==> src/hw/rtl/fefu_pkg.sv <==
// ----------------------------------------------------------------------------
// Fire effect frame update unit: shared package
// Field widths, register indexes, the step record passed from the front end
// to the back end, and the 256-entry flame palette built at elaboration.
// ----------------------------------------------------------------------------
package fefu_pkg;

	// Heat field geometry.
	localparam int MAX_WIDTH  = 512;
	localparam int MAX_HEIGHT = 256;
	localparam int MIN_SIZE   = 3;

	localparam int COL_W   = $clog2(MAX_WIDTH);
	localparam int ROW_W   = $clog2(MAX_HEIGHT);
	localparam int WCNT_W  = COL_W + 1;
	localparam int HCNT_W  = ROW_W + 1;
	localparam int ADDR_W  = ROW_W + COL_W;
	localparam int STORE_DEPTH = 2 ** ADDR_W;

	// Payload and register widths.
	localparam int SEED_W         = 8;
	localparam int HEAT_W         = 12;
	localparam int HEAT_MAX       = 4095;
	localparam int COLOR_W        = 8;
	localparam int RATIO_W        = 16;
	localparam int RATIO_FRAC     = 16;
	localparam int FRAME_WIDTH_W  = 10;
	localparam int FRAME_HEIGHT_W = 9;
	localparam int CFG_W          = 16;
	localparam int CFG_IDX_W      = 2;

	localparam int SUM_W  = HEAT_W + 2;
	localparam int PROD_W = SUM_W + RATIO_W;

	// Register indexes of the configuration port.
	localparam logic [CFG_IDX_W-1:0] REG_FRAME_WIDTH  = 2'd0;
	localparam logic [CFG_IDX_W-1:0] REG_FRAME_HEIGHT = 2'd1;
	localparam logic [CFG_IDX_W-1:0] REG_DECAY_RATIO  = 2'd2;

	localparam logic [FRAME_WIDTH_W-1:0]  FRAME_WIDTH_RST  = 10'd320;
	localparam logic [FRAME_HEIGHT_W-1:0] FRAME_HEIGHT_RST = 9'd200;
	localparam logic [RATIO_W-1:0]        DECAY_RATIO_RST  = 16'd16256;

	// Depth of the queue between front and back end (power of two).
	localparam int QUEUE_DEPTH = 4;
	localparam int QPTR_W      = $clog2(QUEUE_DEPTH);
	localparam int QCNT_W      = $clog2(QUEUE_DEPTH + 1);

	// One classified pixel step, with all read coordinates resolved.
	typedef struct packed {
		logic               is_seed;
		logic               done;
		logic [COL_W-1:0]   col;
		logic [ROW_W-1:0]   row;
		logic [SEED_W-1:0]  seed;
		logic [ROW_W-1:0]   rd_row1;
		logic [ROW_W-1:0]   rd_row2;
		logic [COL_W-1:0]   rd_col_left;
		logic [COL_W-1:0]   rd_col_right;
	} step_t;

	localparam int PALETTE_SIZE = 256;
	typedef logic [PALETTE_SIZE-1:0][3*COLOR_W-1:0] palette_table_t;

	// One color channel of the HSL-to-RGB conversion, in exact integer form.
	function automatic logic [COLOR_W-1:0] hue_channel(input logic [63:0] q,
			input logic [63:0] t1, input logic [63:0] t2);
		logic [63:0] v;
		logic [63:0] scaled;
		if (q < 64'd128) begin
			v = 64'd128 * t1 + (t2 - t1) * q;
		end else if (q < 64'd384) begin
			v = 64'd128 * t2;
		end else if (q < 64'd512) begin
			v = 64'd128 * t1 + (t2 - t1) * (64'd512 - q);
		end else begin
			v = 64'd128 * t1;
		end
		scaled = (v * 64'd255) >> 23;
		return scaled[COLOR_W-1:0];
	endfunction

	// Palette entries as {red, green, blue}; evaluated only at elaboration.
	function automatic palette_table_t build_palette();
		palette_table_t tbl;
		logic [63:0]    hh;
		logic [63:0]    lum;
		logic [63:0]    t1;
		logic [63:0]    t2;
		logic [63:0]    q_blue;
		for (int p = 0; p < PALETTE_SIZE; p++) begin
			hh  = 64'(p) / 64'd3;
			lum = (64'(p) * 64'd2 > 64'd255) ? 64'd255 : 64'(p) * 64'd2;
			if (lum < 64'd128) begin
				t2 = 64'd511 * lum;
			end else begin
				t2 = 64'd256 * lum + 64'd65280 - 64'd255 * lum;
			end
			t1 = 64'd512 * lum - t2;
			q_blue = (64'd3 * hh >= 64'd256) ? 64'd3 * hh - 64'd256 : 64'd3 * hh + 64'd512;
			tbl[p] = {hue_channel(64'd3 * hh + 64'd256, t1, t2),
			          hue_channel(64'd3 * hh, t1, t2),
			          hue_channel(q_blue, t1, t2)};
		end
		return tbl;
	endfunction

	localparam palette_table_t PALETTE_ROM = build_palette();

endpackage

==> src/hw/rtl/fefu_queue.sv <==
// ----------------------------------------------------------------------------
// Fire effect step queue
// A short FIFO of classified steps between the front and the back end.
// ----------------------------------------------------------------------------
module fefu_queue (
	input  logic            clk,
	input  logic            arst_n,
	input  logic            push,
	input  fefu_pkg::step_t push_step,
	output logic            full,
	input  logic            pop,
	output logic            head_valid,
	output fefu_pkg::step_t head_step
);
	import fefu_pkg::*;

	step_t             entry_q [QUEUE_DEPTH];
	logic [QPTR_W-1:0] wr_ptr_q;
	logic [QPTR_W-1:0] rd_ptr_q;
	logic [QCNT_W-1:0] count_q;

	assign full       = count_q == QCNT_W'(QUEUE_DEPTH);
	assign head_valid = count_q != '0;
	assign head_step  = entry_q[rd_ptr_q];

	always_ff @(posedge clk) begin
		if (push) begin
			entry_q[wr_ptr_q] <= push_step;
		end
	end

	always_ff @(posedge clk or negedge arst_n) begin
		if (!arst_n) begin
			wr_ptr_q <= '0;
			rd_ptr_q <= '0;
			count_q  <= '0;
		end else begin
			if (push) begin
				wr_ptr_q <= wr_ptr_q + 1'b1;
			end
			if (pop) begin
				rd_ptr_q <= rd_ptr_q + 1'b1;
			end
			if (push && !pop) begin
				count_q <= count_q + 1'b1;
			end else if (pop && !push) begin
				count_q <= count_q - 1'b1;
			end
		end
	end

endmodule

==> config.mk <==
export PLATFORM = sky130hd
export DESIGN_NAME = fefu_queue
export DESIGN_NICKNAME = d
export VERILOG_FILES = /design/src/hw/rtl/fefu_pkg.sv /design/src/hw/rtl/fefu_queue.sv
export SDC_FILE = /design/constraint.sdc
export NUM_CORES = 1
export LEC_CHECK = 0
export BUFFER_PORTS_ARGS = -buffer_cell sky130_fd_sc_hd__buf_2
export CAP_MARGIN = 15
export CORE_ASPECT_RATIO = 0.5
export CORE_MARGIN = 2
export CORE_UTILIZATION = 61
export DETAILED_ROUTE_END_ITERATION = 16
export GPL_ROUTABILITY_DRIVEN = 0
export HOLD_SLACK_MARGIN = 0.05
export PLACE_DENSITY = 0.89
export SETUP_SLACK_MARGIN = 0.15
export SYNTH_ARGS = -nofsm -noshare
export SYNTH_HDL_FRONTEND = slang
export SYNTH_SLANG_ARGS = --single-unit
==> constraint.sdc <==
create_clock -name clk -period 6.2 [get_ports clk]
set_input_delay 0.31 -clock clk [delete_from_list [all_inputs] [get_ports clk]]
set_output_delay 0.31 -clock clk [all_outputs]
set_load 0.03 [all_outputs]
==> metrics <==
max-cap violations 0; Mapped Area 9270 sq um; clock share of power 0.222; H-tree Lvls 1; most frequent cells in the layout edfxtp_1, buf_2, mux4_2, dlygate4sd3_1, clkbuf_16; post-synth cell types 19; Worst Setup End Kind output pin; die width 178.3 um; HP Class input pin to flip-flop; Final TNS setup 0 ns; routed wire length per instance 23.86 um; clock sink total 251; Layout area overhead 21.18%; CTS tree yes; DRT iter0 DRCs 326; pre-CTS setup slack 3.545 ns; sequential share of power 0.440; Post-DRT Antenna Nets 0; gr ovfl total 0; Post-CTS Setup Inserts 0; post-synthesis sequential area ratio 0.8093; Avg Inst Size Synth 26.26 sq um; syn_nets 424; Int Pwr 3.548 mW; Worst Path Max Fanout 40; Row Count 31; largest family of logic cells by synthesized area multiplexers; Max VDD drop 0.2353 mV; IO Count 128; Net count, final 624; Post-Synth XOR/XNOR Area 0.005669; post-synthesis adder-cell area fraction 0.008908; crit start category flip-flop; Non-Filler Instances 765; die area 16260 sq um; final WL 18250 um; Clock Pin Slew Worst Setup and Hold Paths 0.06 ns; DR pass1 iterations 5; n_diodes 0; hold violation total from the final report 0; status finished, final reports clean; Data arrival, critical path 2.78 ns; DR vias/cell 5.790; root cell of the clock tree clkbuf_16; number of global-route vias before repair 4797; Max Clock Skew 0.01067 ns; via count 4429; RSZ-0062 raised after global routing no; initial core utilization 0.6323; Logic pwr share 0.338; crit share post-route 0.4987; Net Sw Frac 0.3446; Area contributors post-synth edfxtp_1, mux4_2, dfrtp_1; complex-gate fraction of the synthesized area 0.0005399; Num CTS Buffers 21; Syn Inst Count 353; YS warnings 0; final setup fails 0; Max clock buf depth 3; Tot GR Track Use 0.2373; cts repair resizes 0; register bit total from synthesis 251; simple-gate area share of the yosys netlist 0.005399; antenna violations before repair 0; Synth area leader edfxtp_1; Die Height 91.17 um; Tmin final 3.092 ns; core area 14660 sq um; Placed Cells 670; Final HPWL DP 9188 um; DRC 0; CP required 5.89 ns; post-synthesis mux area share 0.1506; first-pass GRT wire length 28330 um; worst setup margin 3.108 ns; Lkg Pwr 3.911 nW; largest net degree at the start of global routing 62; PortBufs 127; Psw 1.866 mW; leading cell type in the layout, fill and taps excluded edfxtp_1; worst slew pin tran 0.9266 ns; Rel. slew slack 0.3823; CP Class flip-flop to output pin; pwr dens 481.9 nW/um^2; clk_lat worst skew 0.49 ns; Fmax 323.4 MHz; fin. max-slew vios 0; Synth top area share 0.7904; share of layout cells above drive strength 1 0.3968
==> cells by family (layout without fill, tap and decap cells) <==
kind of cell / count (synthesis) / after routing
AO/OA/AOI/OAI: 1 / 1
buffers and inverters: 18 / 232
AND/OR/NAND/NOR: 9 / 9
adder cells (fa/ha/maj): 6 / 6
multiplexers: 62 / 62
XOR/XNOR: 6 / 6
flip-flops: 251 / 251
==> sequential cells by signal, indices dropped and copies added (netlist names) <==
signal,flops
wr_ptr_q,2
entry_q,244
count_q,3
rd_ptr_q,2
==> power groups by stage <==
stage / sequential [mW] / clock [mW] / combinational, mW
detailed placement: 2.41 / 0 / 1.79
global route: 2.42 / 1.29 / 1.92
CTS: 2.38 / 1.21 / 1.84
floorplan: 2.32 / 0 / 1.47
finish: 2.38 / 1.20 / 1.83
global placement: 2.38 / 0 / 1.77
==> metrics by stage <==
| stage | cell area [sq um] | hold WS [ns] | utilization | power (mW) |
|---|---|---|---|---|
| 2_1_floorplan | 9270 | 0.01441 | - | 3.790 |
| 3_3_place_gp | 10040 | 0.1514 | 0.6849 | 4.155 |
| 3_5_place_dp | 10040 | 0.1598 | 0.6849 | 4.194 |
| 4_1_cts | 11220 | 0.05578 | 0.7655 | 5.432 |
| 5_1_grt | 11230 | 0.05197 | 0.7662 | 5.625 |
| 6_report | 11230 | 0.06559 | 0.7662 | 5.413 |
==> layout make-up <==
type                    instances  area, sq um
well taps                     198        247.7
repair buffers                191         1261
clock inverters                 9        38.79
fillers                       765         3428
clock buffers                  28        571.8
flip-flops and latches        251         7507
inverters                       4        15.01
multi-input cells              84         1592
==> cells in the mapped netlist <==
| library cell | count |
|---|---|
| nor2_1 | 1 |
| mux4_1 | 3 |
| nor3b_1 | 1 |
| dfrtp_1 | 7 |
| ha_1 | 5 |
| buf_2 | 7 |
| mux2_2 | 1 |
| xnor2_1 | 2 |
| or3_1 | 1 |
| and2_1 | 4 |
| nand2_1 | 2 |
| buf_12 | 6 |
| mux4_2 | 58 |
| xor2_1 | 4 |
| buf_6 | 1 |
| fa_1 | 1 |
| inv_1 | 4 |
| o21ai_0 | 1 |
| edfxtp_1 | 244 |
==> critical path: stages, from the launching register on <==
cell and delay (ns):
dfrtp_4 0.72, buf_4 0.72, mux4_1 0.63, buf_2 0.20
==> routing by layer <==
layer	GRT usage	vias up	share of wire
li1	-	1902	-
met1	0.3288	2308	0.40
met2	0.4028	186	0.52
met3	0.03685	33	0.055
met4	0.06301	0	0.023
met5	0	-	0
==> path summary, 6_finish.rpt <==
kind / cells past startpoint / slack, ns / end / from
worst max-delay path: 3 / 3.11 / head_step[57] / rd_ptr_q[0]
worst min-delay path: 1 / 0.07 / entry_q[3][52] / push_step[52]
worst max register to register: 4 / 4.19 / entry_q[2][14] / wr_ptr_q[0]
worst min register to register: 1 / 0.48 / count_q[2] / count_q[2]
max in group asynchronous: 2 / 5.83 / rd_ptr_q[0] / arst_n
min in group asynchronous: 2 / 0.19 / count_q[2] / arst_n
==> repair_timing <==
item	in CTS	in global routing
hold endpoints to repair	230	4
hold buffers	57	1
setup endpoints to repair	0	0
(Power assumes the default switching activity.)
