===== src/hw/rtl/fefu_pkg.sv =====
// ----------------------------------------------------------------------------
// Fire effect frame update unit: shared package
// Field widths, register indexes, the step record passed from the front end
// to the back end, and the 256-entry flame palette built at elaboration.
// ----------------------------------------------------------------------------
package fefu_pkg;

	// Heat field geometry.
	localparam int MAX_WIDTH  = 512;
	localparam int MAX_HEIGHT = 256;
	localparam int MIN_SIZE   = 3;

	localparam int COL_W   = $clog2(MAX_WIDTH);
	localparam int ROW_W   = $clog2(MAX_HEIGHT);
	localparam int WCNT_W  = COL_W + 1;
	localparam int HCNT_W  = ROW_W + 1;
	localparam int ADDR_W  = ROW_W + COL_W;
	localparam int STORE_DEPTH = 2 ** ADDR_W;

	// Payload and register widths.
	localparam int SEED_W         = 8;
	localparam int HEAT_W         = 12;
	localparam int HEAT_MAX       = 4095;
	localparam int COLOR_W        = 8;
	localparam int RATIO_W        = 16;
	localparam int RATIO_FRAC     = 16;
	localparam int FRAME_WIDTH_W  = 10;
	localparam int FRAME_HEIGHT_W = 9;
	localparam int CFG_W          = 16;
	localparam int CFG_IDX_W      = 2;

	localparam int SUM_W  = HEAT_W + 2;
	localparam int PROD_W = SUM_W + RATIO_W;

	// Register indexes of the configuration port.
	localparam logic [CFG_IDX_W-1:0] REG_FRAME_WIDTH  = 2'd0;
	localparam logic [CFG_IDX_W-1:0] REG_FRAME_HEIGHT = 2'd1;
	localparam logic [CFG_IDX_W-1:0] REG_DECAY_RATIO  = 2'd2;

	localparam logic [FRAME_WIDTH_W-1:0]  FRAME_WIDTH_RST  = 10'd320;
	localparam logic [FRAME_HEIGHT_W-1:0] FRAME_HEIGHT_RST = 9'd200;
	localparam logic [RATIO_W-1:0]        DECAY_RATIO_RST  = 16'd16256;

	// Depth of the queue between front and back end (power of two).
	localparam int QUEUE_DEPTH = 4;
	localparam int QPTR_W      = $clog2(QUEUE_DEPTH);
	localparam int QCNT_W      = $clog2(QUEUE_DEPTH + 1);

	// One classified pixel step, with all read coordinates resolved.
	typedef struct packed {
		logic               is_seed;
		logic               done;
		logic [COL_W-1:0]   col;
		logic [ROW_W-1:0]   row;
		logic [SEED_W-1:0]  seed;
		logic [ROW_W-1:0]   rd_row1;
		logic [ROW_W-1:0]   rd_row2;
		logic [COL_W-1:0]   rd_col_left;
		logic [COL_W-1:0]   rd_col_right;
	} step_t;

	localparam int PALETTE_SIZE = 256;
	typedef logic [PALETTE_SIZE-1:0][3*COLOR_W-1:0] palette_table_t;

	// One color channel of the HSL-to-RGB conversion, in exact integer form.
	function automatic logic [COLOR_W-1:0] hue_channel(input logic [63:0] q,
			input logic [63:0] t1, input logic [63:0] t2);
		logic [63:0] v;
		logic [63:0] scaled;
		if (q < 64'd128) begin
			v = 64'd128 * t1 + (t2 - t1) * q;
		end else if (q < 64'd384) begin
			v = 64'd128 * t2;
		end else if (q < 64'd512) begin
			v = 64'd128 * t1 + (t2 - t1) * (64'd512 - q);
		end else begin
			v = 64'd128 * t1;
		end
		scaled = (v * 64'd255) >> 23;
		return scaled[COLOR_W-1:0];
	endfunction

	// Palette entries as {red, green, blue}; evaluated only at elaboration.
	function automatic palette_table_t build_palette();
		palette_table_t tbl;
		logic [63:0]    hh;
		logic [63:0]    lum;
		logic [63:0]    t1;
		logic [63:0]    t2;
		logic [63:0]    q_blue;
		for (int p = 0; p < PALETTE_SIZE; p++) begin
			hh  = 64'(p) / 64'd3;
			lum = (64'(p) * 64'd2 > 64'd255) ? 64'd255 : 64'(p) * 64'd2;
			if (lum < 64'd128) begin
				t2 = 64'd511 * lum;
			end else begin
				t2 = 64'd256 * lum + 64'd65280 - 64'd255 * lum;
			end
			t1 = 64'd512 * lum - t2;
			q_blue = (64'd3 * hh >= 64'd256) ? 64'd3 * hh - 64'd256 : 64'd3 * hh + 64'd512;
			tbl[p] = {hue_channel(64'd3 * hh + 64'd256, t1, t2),
			          hue_channel(64'd3 * hh, t1, t2),
			          hue_channel(q_blue, t1, t2)};
		end
		return tbl;
	endfunction

	localparam palette_table_t PALETTE_ROM = build_palette();

endpackage


===== src/hw/rtl/fefu_front.sv =====
// ----------------------------------------------------------------------------
// Fire effect front end
// Accepts pixel steps, tracks the frame position and turns each item into a
// seed write or an update step with its neighbor coordinates resolved.
// ----------------------------------------------------------------------------
module fefu_front (
	input  logic                                clk,
	input  logic                                arst_n,
	input  logic                                in_valid,
	output logic                                in_stall,
	input  logic [fefu_pkg::SEED_W-1:0]         seed_byte,
	input  logic [fefu_pkg::FRAME_WIDTH_W-1:0]  frame_width,
	input  logic [fefu_pkg::FRAME_HEIGHT_W-1:0] frame_height,
	input  logic                                queue_full,
	input  logic                                clearing,
	output logic                                push,
	output fefu_pkg::step_t                     push_step
);
	import fefu_pkg::*;

	logic [COL_W-1:0]  col_q;
	logic [ROW_W-1:0]  row_q;
	logic              seeding_q;

	logic [WCNT_W-1:0] w_eff;
	logic [WCNT_W-1:0] w_m1;
	logic [HCNT_W-1:0] h_eff;
	logic [HCNT_W-1:0] h_m1;
	logic              restart;
	logic [COL_W-1:0]  col_e;
	logic [ROW_W-1:0]  row_e;
	logic              seed_e;
	logic [WCNT_W-1:0] col_inc;
	logic [HCNT_W-1:0] row_inc;
	logic [HCNT_W-1:0] row_two;
	logic              last_col;
	logic              last_row;

	assign in_stall = queue_full | clearing;
	assign push     = in_valid & ~in_stall;

	always_comb begin
		if (32'(frame_width) < 32'(MIN_SIZE)) begin
			w_eff = WCNT_W'(MIN_SIZE);
		end else if (32'(frame_width) > 32'(MAX_WIDTH)) begin
			w_eff = WCNT_W'(MAX_WIDTH);
		end else begin
			w_eff = WCNT_W'(frame_width);
		end
		if (32'(frame_height) < 32'(MIN_SIZE)) begin
			h_eff = HCNT_W'(MIN_SIZE);
		end else if (32'(frame_height) > 32'(MAX_HEIGHT)) begin
			h_eff = HCNT_W'(MAX_HEIGHT);
		end else begin
			h_eff = HCNT_W'(frame_height);
		end
		w_m1 = w_eff - 1'b1;
		h_m1 = h_eff - 1'b1;

		// A size change can leave the position outside the active area; the
		// frame then starts over with the seed row.
		restart = ({1'b0, col_q} >= w_eff) || (!seeding_q && {1'b0, row_q} >= h_m1);
		col_e   = restart ? '0 : col_q;
		row_e   = restart ? '0 : row_q;
		seed_e  = restart | seeding_q;

		col_inc  = {1'b0, col_e} + 1'b1;
		row_inc  = {1'b0, row_e} + 1'b1;
		row_two  = {1'b0, row_e} + HCNT_W'(2);
		last_col = col_inc >= w_eff;
		last_row = row_inc >= h_m1;

		push_step.is_seed = seed_e;
		push_step.done    = ~seed_e & last_col & last_row;
		push_step.col     = col_e;
		push_step.row     = seed_e ? h_m1[ROW_W-1:0] : row_e;
		push_step.seed    = seed_byte;
		push_step.rd_row1 = (row_inc == h_eff) ? '0 : row_inc[ROW_W-1:0];
		push_step.rd_row2 = (row_two >= h_eff) ? ROW_W'(row_two - h_eff)
		                                       : row_two[ROW_W-1:0];
		push_step.rd_col_left  = (col_e == '0) ? w_m1[COL_W-1:0] : COL_W'(col_e - 1'b1);
		push_step.rd_col_right = last_col ? '0 : col_inc[COL_W-1:0];
	end

	always_ff @(posedge clk or negedge arst_n) begin
		if (!arst_n) begin
			col_q     <= '0;
			row_q     <= '0;
			seeding_q <= 1'b1;
		end else if (push) begin
			if (seed_e) begin
				row_q <= '0;
				if (last_col) begin
					col_q     <= '0;
					seeding_q <= 1'b0;
				end else begin
					col_q     <= col_inc[COL_W-1:0];
					seeding_q <= 1'b1;
				end
			end else if (last_col) begin
				col_q <= '0;
				if (last_row) begin
					row_q     <= '0;
					seeding_q <= 1'b1;
				end else begin
					row_q     <= row_inc[ROW_W-1:0];
					seeding_q <= 1'b0;
				end
			end else begin
				col_q     <= col_inc[COL_W-1:0];
				row_q     <= row_e;
				seeding_q <= 1'b0;
			end
		end
	end

endmodule


===== config.mk =====
export PLATFORM = sky130hd
export DESIGN_NAME = fefu_front
export DESIGN_NICKNAME = d
export VERILOG_FILES = /design/src/hw/rtl/fefu_pkg.sv /design/src/hw/rtl/fefu_front.sv
export SDC_FILE = /design/constraint.sdc
export NUM_CORES = 1
export LEC_CHECK = 0
export BUFFER_PORTS_ARGS = -buffer_cell sky130_fd_sc_hd__buf_2
export CAP_MARGIN = 30
export CORE_MARGIN = 8
export CORE_UTILIZATION = 40
export DETAILED_ROUTE_END_ITERATION = 8
export GPL_ROUTABILITY_DRIVEN = 0
export HOLD_SLACK_MARGIN = 0.1
export PLACE_DENSITY_LB_ADDON = 0.08
export SYNTH_ARGS = -nofsm -noshare
export SYNTH_HDL_FRONTEND = slang
export SYNTH_SLANG_ARGS = --single-unit

===== constraint.sdc =====
create_clock -name clk -period 12.3 [get_ports clk]
set_input_delay 1.845 -clock clk [delete_from_list [all_inputs] [get_ports clk]]
set_output_delay 1.845 -clock clk [all_outputs]
set_load 0.03 [all_outputs]

==> impl_metrics.py <==
metrics = {
    "outcome": {
        "status": "complete, no violations",
    },
    "timing": {
        "hold_viol": 0,
        "setup_viol_count_final": 0,
        "fin_skew_ns": 0.006376,
        "worst_pin_slew_ns": 0.7711,
        "finalCriticalPeriod_ns": 11.02,
        "grt_setup_unrepaired": "false",
        "relSlewSlack_pct": 47.27,
        "max_freq_mhz": 90.76,
        "setup_tns_ns": 0,
        "post-route-period-util_pct": 89.57,
        "fin_ws_ns": 1.282,
        "drv_slew": 0,
    },
    "routing": {
        "first_iter_violations": 292,
        "drc_errors": 0,
        "postRouteAntennaNets": 0,
        "drt-total-wl_um": 12310,
        "via_count": 3948,
        "wire_per_inst_um": 18.51,
        "via_per_inst": 5.937,
        "first_pass_iters": 4,
    },
    "worst_setup_path": {
        "end_kind": "output port",
        "rrSetupSlack_ns": 6.17,
        "required_ns": 10.45,
        "cp-start-kind": "primary input",
        "cpMaxStageDelayCell": "a2111oi_0",
        "cp_max_fo": 8,
        "r2r_start": "col_q[5]$_DFFE_PN0P_",
        "critPathBufInv": 3,
        "r2r_cells": 20,
        "slowest_delay_ns": 0.70,
        "cpLargestDelayFamily": "simple AND/OR/NAND/NOR gates",
        "worst-endpoint-arrival_ns": 9.17,
        "worstReg2RegEnd": "row_q[2]$_DFFE_PN0P_",
        "worstSetupPathType": "in -> out",
    },
    "final_layout": {
        "layout-drive-gt1-share_pct": 21.12,
        "final_area_mm2": 0.004149,
        "area_growth_pct": 12.48,
        "fillers": 968,
        "multi_input_area_mm2": 0.002952,
        "final_core_util_pct": 45.55,
        "regArea_um2": 451.7,
        "diodes": 0,
        "layout.nets": 633,
        "final_cells": 665,
    },
    "global_routing": {
        "grt_pass1_wl_um": 20020,
        "grt_pass1_vias": 3729,
        "grt_max_degree": 19,
        "grtUsageTotal_pct": 19.05,
        "grt.overflow.total": 0,
        "antenna_found_initial": 0,
    },
    "logic_synthesis": {
        "ys_ff_latch": 18,
        "ys.flop_type": "dfrtp_1",
        "yosysTopAreaCellShare_pct": 15.26,
        "yosysSeqAreaShare_pct": 12.25,
        "synthTopCellsByCount": "62 x nor2_1, 45 x ha_1, 38 x nand2_1",
        "yosysWarnings": 0,
        "synth_area_leader_cell": "ha_1",
        "synthCells": 498,
        "async_reset_ff_share_pct": 100.0,
        "synth_edf_count": 0,
        "syn_nets": 576,
        "synthTopCellsByArea": "ha_1 15%, dfrtp_1 12%, nor2_1 6.3%, xnor2_1 4.3%, nand2_1 3.9%",
        "synth_area_per_cell_um2": 7.407,
        "synth.distinct_cells": 67,
        "synth.cell_area_mm2": 0.003689,
        "yosysMostFrequentCell": "nor2_1",
    },
    "power": {
        "p_sw_mw": 0.6159,
        "sequentialPowerShare_pct": 10.7,
        "combPwrFrac_pct": 84.3,
        "cellPowerDensity_mw_per_mm2": 242.4,
        "internal-power_mw": 0.3900,
        "p_sw_share_pct": 61.23,
        "ir_drop_mv": 0.1252,
        "power.share.clock_pct": 4.9,
        "leakage_nw": 2.026,
    },
    "cts": {
        "clkTransAtPathRegs_ns": 0.07,
        "clk_latency_ns": 0.26,
        "cts_resized": 0,
        "tritoncts": "built",
        "post-cts-setup-buffer-count": 0,
        "clkSinkCount": 18,
        "root_buffer": "clkbuf_8",
        "postCtsHoldBufs": 0,
        "htree_levels": 1,
        "cts_buffers": 3,
        "clock_path_buffers": 2,
    },
    "placed_design": {
        "placed_cell_area_mm2": 0.004094,
        "dp_cells": 661,
        "numPortBuffers": 78,
        "dp_hpwl_um": 10090,
        "dp_slack_ns": 1.459,
    },
    "min_path": {
        "min_to": "seeding_q$_DFFE_PN1P_",
        "hp-class": "reg -> reg",
        "holdPathStages": 2,
        "hold_start": "seeding_q$_DFFE_PN1P_",
    },
    "floorplanning": {
        "num_rows": 35,
        "die_h_um": 112.0,
        "num_io_pins": 95,
        "initial_utilization_pct": 40.49,
        "core_mm2": 0.009109,
        "die_w_um": 112.0,
        "die-area_mm2": 0.01255,
    },
    "flow_run": {
        "cap_violations": 0,
    },
}
tightest hold or removal path, stage by stage, from the launching register on:
cell,delay [ns]
dfstp_2,0.39
o21ai_0,0.07
o21ai_0,0.08
sequential cells by signal, summed over array words and instances, names as in the netlist:
| register | flops |
|---|---|
| row_q | 8 |
| seeding_q | 1 |
| col_q | 9 |
through the flow:
stage	power [mW]	hold WS, ns
6_report	1.006	0.5518
5_1_grt	1.087	0.5921
4_1_cts	1.010	0.5476
3_5_place_dp	0.9561	0.5349
3_3_place_gp	0.9539	0.5530
2_1_floorplan	0.7330	0.5006
final cells by class:
| class | instances | area share [%] |
|---|---|---|
| clock buffer | 4 | 1.327 |
| inverter | 35 | 3.166 |
| sequential | 18 | 10.89 |
| tap | 111 | 3.347 |
| multi-input combinational | 415 | 71.14 |
| timing repair buffer | 82 | 10.13 |
worst max path at each step:
stage                     from       endpoint  slack [ns]  cells past startpoint
2_1_floorplan  frame_height[5]   push_step[6]        1.89                     30
3_3_place_gp   frame_height[5]  push_step[59]        1.43                     28
3_5_place_dp   frame_height[5]  push_step[59]        1.46                     28
4_1_cts        frame_height[5]  push_step[59]        1.37                     28
5_1_grt        frame_height[5]  push_step[29]        0.71                     26
6_report       frame_height[5]  push_step[29]        1.28                     26
routing by layer:
metal,up-vias,wire length (um),track usage (%)
li1,1919,-,-
met1,1831,6141,28.00
met2,185,5031,27.63
met3,13,950,3.113
met4,0,187,5.486
met5,-,0,0
power by group through the flow:
stage          sequential, mW  combinational (mW)  clock, mW
6_report                0.108               0.848     0.0497
2_1_floorplan          0.0894               0.644          0
5_1_grt                 0.111               0.923     0.0538
3_5_place_dp            0.108               0.848          0
3_3_place_gp            0.109               0.845          0
4_1_cts                 0.107               0.852     0.0510
cells in the final DEF, fill, tap and decap left out, types with 4 or more instances in the layout:
master and count:
a211oi_1 5, xor2_1 16, a2111oi_0 5, o2111ai_1 4
o22ai_1 5, xnor2_1 18, nand2_1 38, a22o_1 5
nor2b_1 7, a21oi_1 25, nand2b_1 5, o31ai_1 5
and3_1 8, and2_1 6, nand4_1 6, o21a_1 4
o21ai_0 23, nand3_1 14, nor3_1 26, dfrtp_1 17
inv_1 31, mux2_2 11, buf_2 78, buf_4 4
ha_1 45, a21o_1 6, nor2_1 61, clkbuf_8 4
a31oi_1 6
cells by family (layout without fill, tap and decap cells):
kind of cell | after synthesis | in the layout | share of synthesized area [%]
simple gates | 192 | 192 | 26.22
xor+xnor | 34 | 34 | 8.073
flops | 18 | 18 | 12.25
mux | 14 | 14 | 4.172
buf+inv | 65 | 121 | 7.801
fa+ha+maj | 49 | 49 | 16.66
compound gates | 126 | 126 | 24.83
No activity file was read; power rests on OpenSTA's default activity.
